$ cat src/design/lfd_pkg.sv
// ----------------------------------------------------------------------------
// lfd_pkg: shared types and constants of the lattice divergence block
// Field widths, command codes, axis codes and the accumulate-unit control word.
// ----------------------------------------------------------------------------
`default_nettype none

package lfd_pkg;

	localparam int NODES_DEF      = 1024;
	localparam int VALUE_BITS_DEF = 32;

	localparam int IDX_W   = 10;   // node_index / queried_node
	localparam int NB_W    = 11;   // signed neighbour code, negative = none
	localparam int IN_W    = 32;   // value_x/y/z as carried on the bus
	localparam int OUT_W   = 36;   // divergence
	localparam int SPAN_W  = 17;   // wide enough to hold any node count
	localparam int ACC_GUARD = 5;  // accumulator headroom over a stored value

	localparam int S_TDATA_W = 176;
	localparam int M_TDATA_W = 48;

	localparam logic CMD_LOAD  = 1'b0;
	localparam logic CMD_QUERY = 1'b1;

	localparam logic MODE_2D = 1'b0;
	localparam logic MODE_3D = 1'b1;

	localparam logic [1:0] AXIS_X = 2'd0;
	localparam logic [1:0] AXIS_Y = 2'd1;
	localparam logic [1:0] AXIS_Z = 2'd2;

	localparam logic DIR_NEXT = 1'b0;
	localparam logic DIR_PREV = 1'b1;

	// control word of the shared accumulate unit: acc <= clr ? 0 : en ? acc +/- (val << sh) : acc
	typedef struct packed {
		logic       en;
		logic       clr;
		logic       neg;
		logic [1:0] sh;
	} lfd_alu_op_t;

endpackage

`default_nettype wire

$ cat src/design/lfd_alu.sv
// ----------------------------------------------------------------------------
// lfd_alu: shared shift-and-accumulate unit
// Adds or subtracts a stored value shifted by 0..3 into the divergence sum.
// ----------------------------------------------------------------------------
`default_nettype none

module lfd_alu #(
	parameter int VALUE_BITS = lfd_pkg::VALUE_BITS_DEF,
	localparam int ACC_W = VALUE_BITS + lfd_pkg::ACC_GUARD
) (
	input  wire                          clk,
	input  lfd_pkg::lfd_alu_op_t         op,
	input  wire  signed [VALUE_BITS-1:0] val,
	output logic signed [ACC_W-1:0]      acc
);

	logic signed [ACC_W-1:0] ext;
	logic signed [ACC_W-1:0] opnd;
	logic signed [ACC_W-1:0] acc_q;

	assign ext  = ACC_W'(val);
	assign opnd = ext <<< op.sh;
	assign acc  = acc_q;

	always_ff @(posedge clk) begin
		if (op.clr) begin
			acc_q <= '0;
		end else if (op.en) begin
			acc_q <= op.neg ? acc_q - opnd : acc_q + opnd;
		end
	end

endmodule

`default_nettype wire
$ cat config.mk
export PLATFORM = sky130hd
export DESIGN_NAME = lfd_alu
export DESIGN_NICKNAME = d
export VERILOG_FILES = /design/src/design/lfd_pkg.sv /design/src/design/lfd_alu.sv
export SDC_FILE = /design/constraint.sdc
export NUM_CORES = 1
export LEC_CHECK = 0
export BUFFER_PORTS_ARGS = -buffer_cell sky130_fd_sc_hd__buf_2
export CAP_MARGIN = 20
export CORE_ASPECT_RATIO = 1.75
export CORE_MARGIN = 2
export CORE_UTILIZATION = 55
export CTS_CLUSTER_DIAMETER = 30
export CTS_CLUSTER_SIZE = 12
export DETAILED_ROUTE_END_ITERATION = 8
export GPL_ROUTABILITY_DRIVEN = 0
export GPL_TIMING_DRIVEN = 0
export PLACE_DENSITY = 0.82
export SYNTH_ARGS = -nofsm -noshare
export SYNTH_HDL_FRONTEND = slang
export SYNTH_SLANG_ARGS = --single-unit
$ cat constraint.sdc
create_clock -name clk -period 5.7 [get_ports clk]
set_input_delay 0 -clock clk [delete_from_list [all_inputs] [get_ports clk]]
set_output_delay 0 -clock clk [all_outputs]
set_load 0.02 [all_outputs]
==> results of run 1 <==
placed cells by master (no fill, tap or decap), types with 3 or more instances in the layout:
cell	instances
a211oi_1	8
a21o_1	14
a21oi_1	54
a31oi_1	17
a41oi_1	3
and2_1	5
and3_1	3
buf_1	6
buf_2	76
clkbuf_1	18
clkbuf_16	5
dfxtp_1	37
ha_1	37
inv_1	17
mux2_2	7
mux2i_1	42
nand2_1	69
nand2b_1	18
nand3_1	26
nand3b_1	3
nand4_1	6
nor2_1	72
nor2b_1	9
nor3_1	12
nor4_1	3
o21a_1	3
o21ai_0	39
o21bai_1	5
xnor2_1	30
xor2_1	34
critical path: stages:
cell and delay (ns):
buf_2 0.19, inv_2 0.20, buf_1 0.39, buf_2 0.32
clkbuf_1 0.38, nand2b_1 0.25, ha_1 0.27, and3b_1 0.24
and3_1 0.19, buf_2 0.15, a21oi_1 0.19, xor2_1 0.22
ha_1 0.32, o21ai_0 0.34, o211ai_1 0.16, a31oi_1 0.23
nand3b_1 0.17, a21oi_2 0.07, o41ai_4 0.41, o21ai_2 0.11
mux2i_1 0.30, mux2_1 0.35
kinds of logic (layout without fill, tap and decap cells):
group	Yosys count	in the layout	synth area share
flip-flops	37	37	0.155
AO/OA/AOI/OAI	173	173	0.232
AND/OR/NAND/NOR	238	238	0.236
XOR/XNOR	64	64	0.117
buffers and inverters	51	127	0.0443
multiplexers	52	52	0.114
adder cells (fa/ha/maj)	38	38	0.101
layer usage:
metal / share of wire / global-route usage
met5: 0 / 0
met4: 0.066 / 0.201
met3: 0.045 / 0.0363
met1: 0.36 / 0.339
met2: 0.53 / 0.550
Yosys cell counts (all sizes together) (2+ instances only):
| library cell | n |
|---|---|
| nor2 | 72 |
| nand2 | 69 |
| a21oi | 56 |
| mux2i | 42 |
| o21ai | 41 |
| dfxtp | 37 |
| ha | 37 |
| xor2 | 34 |
| xnor2 | 30 |
| nand3 | 26 |
| inv | 18 |
| nand2b | 18 |
| a31oi | 17 |
| clkbuf | 17 |
| a21o | 15 |
| buf | 15 |
| nor3 | 13 |
| a211oi | 9 |
| mux2 | 9 |
| nor2b | 9 |
| and2 | 6 |
| nand4 | 6 |
| o21bai | 5 |
| o41ai | 4 |
| a41oi | 3 |
| and3 | 3 |
| nand3b | 3 |
| nor3b | 3 |
| nor4 | 3 |
| o21a | 3 |
| a211o | 2 |
| a21boi | 2 |
| a221oi | 2 |
| a311o | 2 |
| a32oi | 2 |
| and4b | 2 |
| nor4b | 2 |
| o31ai | 2 |
where the power goes:
part / total (mW) / leakage (nW) / internal (mW) / switching (mW)
Clock: 0.276 / 0.0700 / 0.172 / 0.105
Combinational: 1.36 / 2.17 / 0.543 / 0.821
Sequential: 0.415 / 0.306 / 0.342 / 0.0730
Total: 2.06 / 2.55 / 1.06 / 0.999
worst paths after layout:
check                  to  slack, ns
hold / removal    acc[28]       0.17
hold reg to reg   acc[35]       0.48
setup / recovery  acc[36]       0.40
setup reg to reg  acc[36]       2.30
area by class of cell:
class	instances	area, um^2	share of cell area
inverters	19	71.3	0.0132
flip-flops and latches	37	741	0.137
repair buffers	69	345	0.0638
clock buffers	7	143	0.0264
multi-input cells	565	3820	0.707
well taps	117	146	0.0271
plain buffers	32	140	0.0259
metrics by stage:
stage          worst slack (ns)  power [mW]
3_5_place_dp              0.321        1.75
6_report                  0.399        2.06
4_1_cts                   0.581        2.04
5_1_grt                  0.0933        2.22
3_3_place_gp              0.402        1.71
2_1_floorplan              1.35        1.43
==> flow_summary.yaml, run 1 <==
synth:
  netlist_top_cells_area: "dfxtp_1 16%, ha_1 9.7%, mux2i_1 8.8%"
  synth.avg_cell_area_um2: 7.31
  synth_top_cell_by_area: "dfxtp_1"
  synth_top_area_frac: 0.155
  synth_ff_type: "dfxtp_1"
  synthDistinctLibCells: 67
  synth-seq-cells: 37
  syn-cell-area_mm2: 0.00477
  ys_seq_area_frac: 0.155
  synth_nets: 729
  syn_inst: 653
  synth_edf_count: 0
  ys_warn_count: 0
  postSynth.asyncResetShare: 0
global_route:
  grt_pass1_vias: 5034
  grt_max_degree: 11
  antenna_found_initial: 0
  gr-usage-all-layers: 0.312
  grt.overflow.total: 0
  grt_pass1_wl_um: 23500
cells_and_area:
  largestRegisters: "acc (37)"
  stdcell_count: 846
  largest-register: "acc"
  area_growth_pct: 13.3
  drive_gt1_frac: 0.141
  fin_nets: 805
  num_antenna_cells: 0
  nFillCells: 794
  largest_reg_flops: 37
  final_cell_area_mm2: 0.00541
  fin_util: 0.632
pwr:
  leakage_nw: 2.55
  ir_worst_vdd_mv: 0.296
  p_per_area_mw_per_mm2: 380
worst_setup_path:
  critical_path.max_fanout: 10
  r2r_cells: 12
  rr_startpoint: "acc[0]"
  worstPathArrival_ns: 5.47
  crit_type: "primary input to flip-flop"
  crit_required_ns: 5.87
  crit_path_start_kind: "primary input"
  startpoint: "op[1]"
  endpoint_kind: "flip-flop"
detailed_routing:
  detail_route.iter0.violations: 383
  firstDrtPassIters: 5
  wl_per_cell_um: 17.1
  drcViolationCount: 0
  via_per_inst: 6.18
  ant_nets: 0
  vias: 5226
  routed_wl_um: 14500
cts:
  cts_setup_buffers: 0
  root_buffer: "clkbuf_16"
  postCtsResizedCells: 0
  ctsHtreeMaxLevel: 2
  numCtsBuffers: 5
  clock_latency_ns: 0.28
  cts.sinks: 37
  cts.path.max_buffers: 2
  cts_tree: "built"
  path_clk_slew_ns: 0.06
  cts_hold_buf: 0
worst_hold_path:
  worstHoldStart: "op[4]"
  hold_class: "primary input to flip-flop"
  hold_depth: 4
sta:
  holdWs_ns: 0.167
  rsz0062_at_grt: "false"
  setup_violations: 0
  clock_skew_ns: 0.00529
  finalSetupTns_ns: 0
  layout_min_cycle_time_ns: 5.30
  hold_viol: 0
  timing.final.crit_share: 0.930
  worstMarginPinSlew_ns: 0.859
  max_slew_margin: 0.428
  drv_slew: 0
  fmax_ghz: 0.189
floorplanning:
  dieWidth_um: 74.4
  io_pins: 75
  rows: 45
  core_region_area_mm2: 0.00856
  start_util: 0.558
  fp.dieH_um: 127
  dieArea_mm2: 0.00947
place:
  post_dp_cell_area_mm2: 0.00527
  numPlacedInstances: 839
  numPortBuffers: 69
  dpl.hpwl_um: 11500
flow_run:
  drv_cap: 0
status:
  status: "finished clean"
No activity file was read; power rests on OpenSTA's default activity.
==> run 2: changes to the inputs <==
Settings changed: CORE_UTILIZATION 55 to 53, CTS_BUF_LIST from default to sky130_fd_sc_hd__clkbuf_16.
Clock period 5.7 ns to 4.8 ns, I/O delays scaled along.
==> flow_summary.yaml, run 2 (synthesized netlist as in run 1, its figures left out) <==
status:
  status: "finished clean"
pwr:
  seqPwrFrac: 0.200
  ir_worst_vdd_mv: 0.373
  p_sw_mw: 1.19
  pwr-share-clk: 0.148
  p_int_mw: 1.29
  total_power_mw: 2.48
  comb_power_share: 0.652
  p_sw_frac: 0.479
  p_per_area_mw_per_mm2: 455
  leakage_nw: 2.59
floorplanning:
  start_util: 0.547
  rows: 45
  core_region_area_mm2: 0.00873
  dieArea_mm2: 0.00981
  fp.dieH_um: 130
  io_pins: 75
  dieWidth_um: 75.8
cells_and_area:
  fin_nets: 805
  num_antenna_cells: 0
  largest-register: "acc"
  largest_reg_flops: 37
  fin_util: 0.626
  final_cell_mix: "77 x buf_2, 72 x nor2_1, 69 x nand2_1"
  stdcell_count: 847
  layout.cells.most_common: "buf_2"
  area_growth_pct: 14.4
  drive_gt1_frac: 0.149
  largestRegisters: "acc (37)"
detailed_routing:
  firstDrtPassIters: 7
  vias: 5259
  via_per_inst: 6.21
  routed_wl_um: 14300
  ant_nets: 0
  detail_route.iter0.violations: 385
  wl_per_cell_um: 16.9
  drcViolationCount: 0
sta:
  setup_violations: 0
  holdWs_ns: 0.169
  max_slew_margin: 0.406
  timing.final.crit_share: 0.949
  worstMarginPinSlew_ns: 0.892
  clock_skew_ns: 0.00547
  drv_slew: 0
  layout_min_cycle_time_ns: 4.56
  fmax_ghz: 0.219
  hold_viol: 0
flow_run:
  drv_cap: 0
global_route:
  antenna_found_initial: 0
  busiest_layer: "met2"
  grtUsageMet2: 0.538
  grt.overflow.total: 0
  grt_pass1_wl_um: 23100
  grtUsageMet1: 0.315
  grt_max_degree: 20
  met3_usage: 0.0365
  gr-usage-all-layers: 0.298
  grt_pass1_vias: 5089
place:
  dpl.hpwl_um: 11500
  numPlacedInstances: 839
  numPortBuffers: 69
cts:
  ctsHtreeMaxLevel: 2
  clock_latency_ns: 0.28
  cts.sinks: 37
  cts.path.max_buffers: 2
  path_clk_slew_ns: 0.06
  root_buffer: "clkbuf_16"
  cts_hold_buf: 0
  cts_tree: "built"
  numCtsBuffers: 5
worst_setup_path:
  crit_required_ns: 4.94
  critical_path.max_fanout: 10
  crit_path_start_kind: "primary input"
  endpoint_kind: "flip-flop"
  worstPathArrival_ns: 4.70
  crit_type: "primary input to flip-flop"
worst_hold_path:
  hold_class: "primary input to flip-flop"
==> run 2: changes by cell type in the layout (fill, tap and decap cells not counted), sizes merged <==
cell and delta:
buf +2, bufinv +1, clkbuf -4, clkinv +1, inv +1
==> run 2: layer usage <==
layer / share of wire / wire length [um]
met5: 0 / 0
met3: 0.045 / 642
met2: 0.54 / 7710
met1: 0.36 / 5090
met4: 0.061 / 872
==> run 2: power groups by stage <==
stage | clock network (mW) | logic (mW) | registers, mW
CTS | 0.371 | 1.58 | 0.495
floorplan | 0 | 1.10 | 0.597
detailed placement | 0 | 1.57 | 0.500
global placement | 0 | 1.53 | 0.495
finish | 0.368 | 1.62 | 0.496
global route | 0.381 | 1.78 | 0.508
==> run 2: through the flow <==
stage	area (um^2)	setup WS, ns	setup TNS, ns
after global placement	5270	-0.500	-2.42
after global routing	5460	-0.0290	-0.0290
final	5460	0.242	0
after detailed placement	5270	-0.595	-3.50
after CTS	5420	0.0100	0
after floorplan	4770	0.454	0
==> run 2: final cells by class <==
| type | instances | area, um^2 |
|---|---|---|
| Clock buffer | 5 | 125 |
| Tap cell | 117 | 146 |
| Inverter | 19 | 71.3 |
| Multi-Input combinational cell | 565 | 3840 |
| Fill cell | 787 | 3270 |
| Sequential cell | 37 | 741 |
| Buffer | 30 | 136 |
| Timing Repair Buffer | 71 | 360 |
| Clock inverter | 3 | 37.5 |
==> run 2: worst paths after layout <==
kind / start / to / slack (ns) / cells after the start
worst min register to register: acc[35] / acc[35] / 0.48 / 2
worst max-delay path: op[1] / acc[33] / 0.24 / 23
worst min-delay path: op[4] / acc[28] / 0.17 / 4
worst max register to register: acc[0] / acc[36] / 1.55 / 12
==> run 2: worst max-delay path, stage by stage <==
cell	delay (ns)
buf_2	0.22
buf_2	0.28
clkbuf_2	0.24
clkbuf_2	0.25
nor2_1	0.11
inv_1	0.07
ha_1	0.18
and3b_1	0.27
and3_1	0.17
buf_2	0.17
a31oi_1	0.10
xnor2_1	0.30
ha_1	0.29
clkbuf_1	0.18
a21o_1	0.22
a21o_1	0.18
a21oi_1	0.21
nand2_1	0.12
o31ai_2	0.28
o21ai_0	0.19
o311ai_1	0.34
mux2i_1	0.23
o21ai_0	0.10
==> run 2: what timing repair did <==
item,in CTS,in global routing
setup buffers,0,2
pin swaps,0,1
endpoints found under the setup margin,5,11
gates resized for setup,1,10
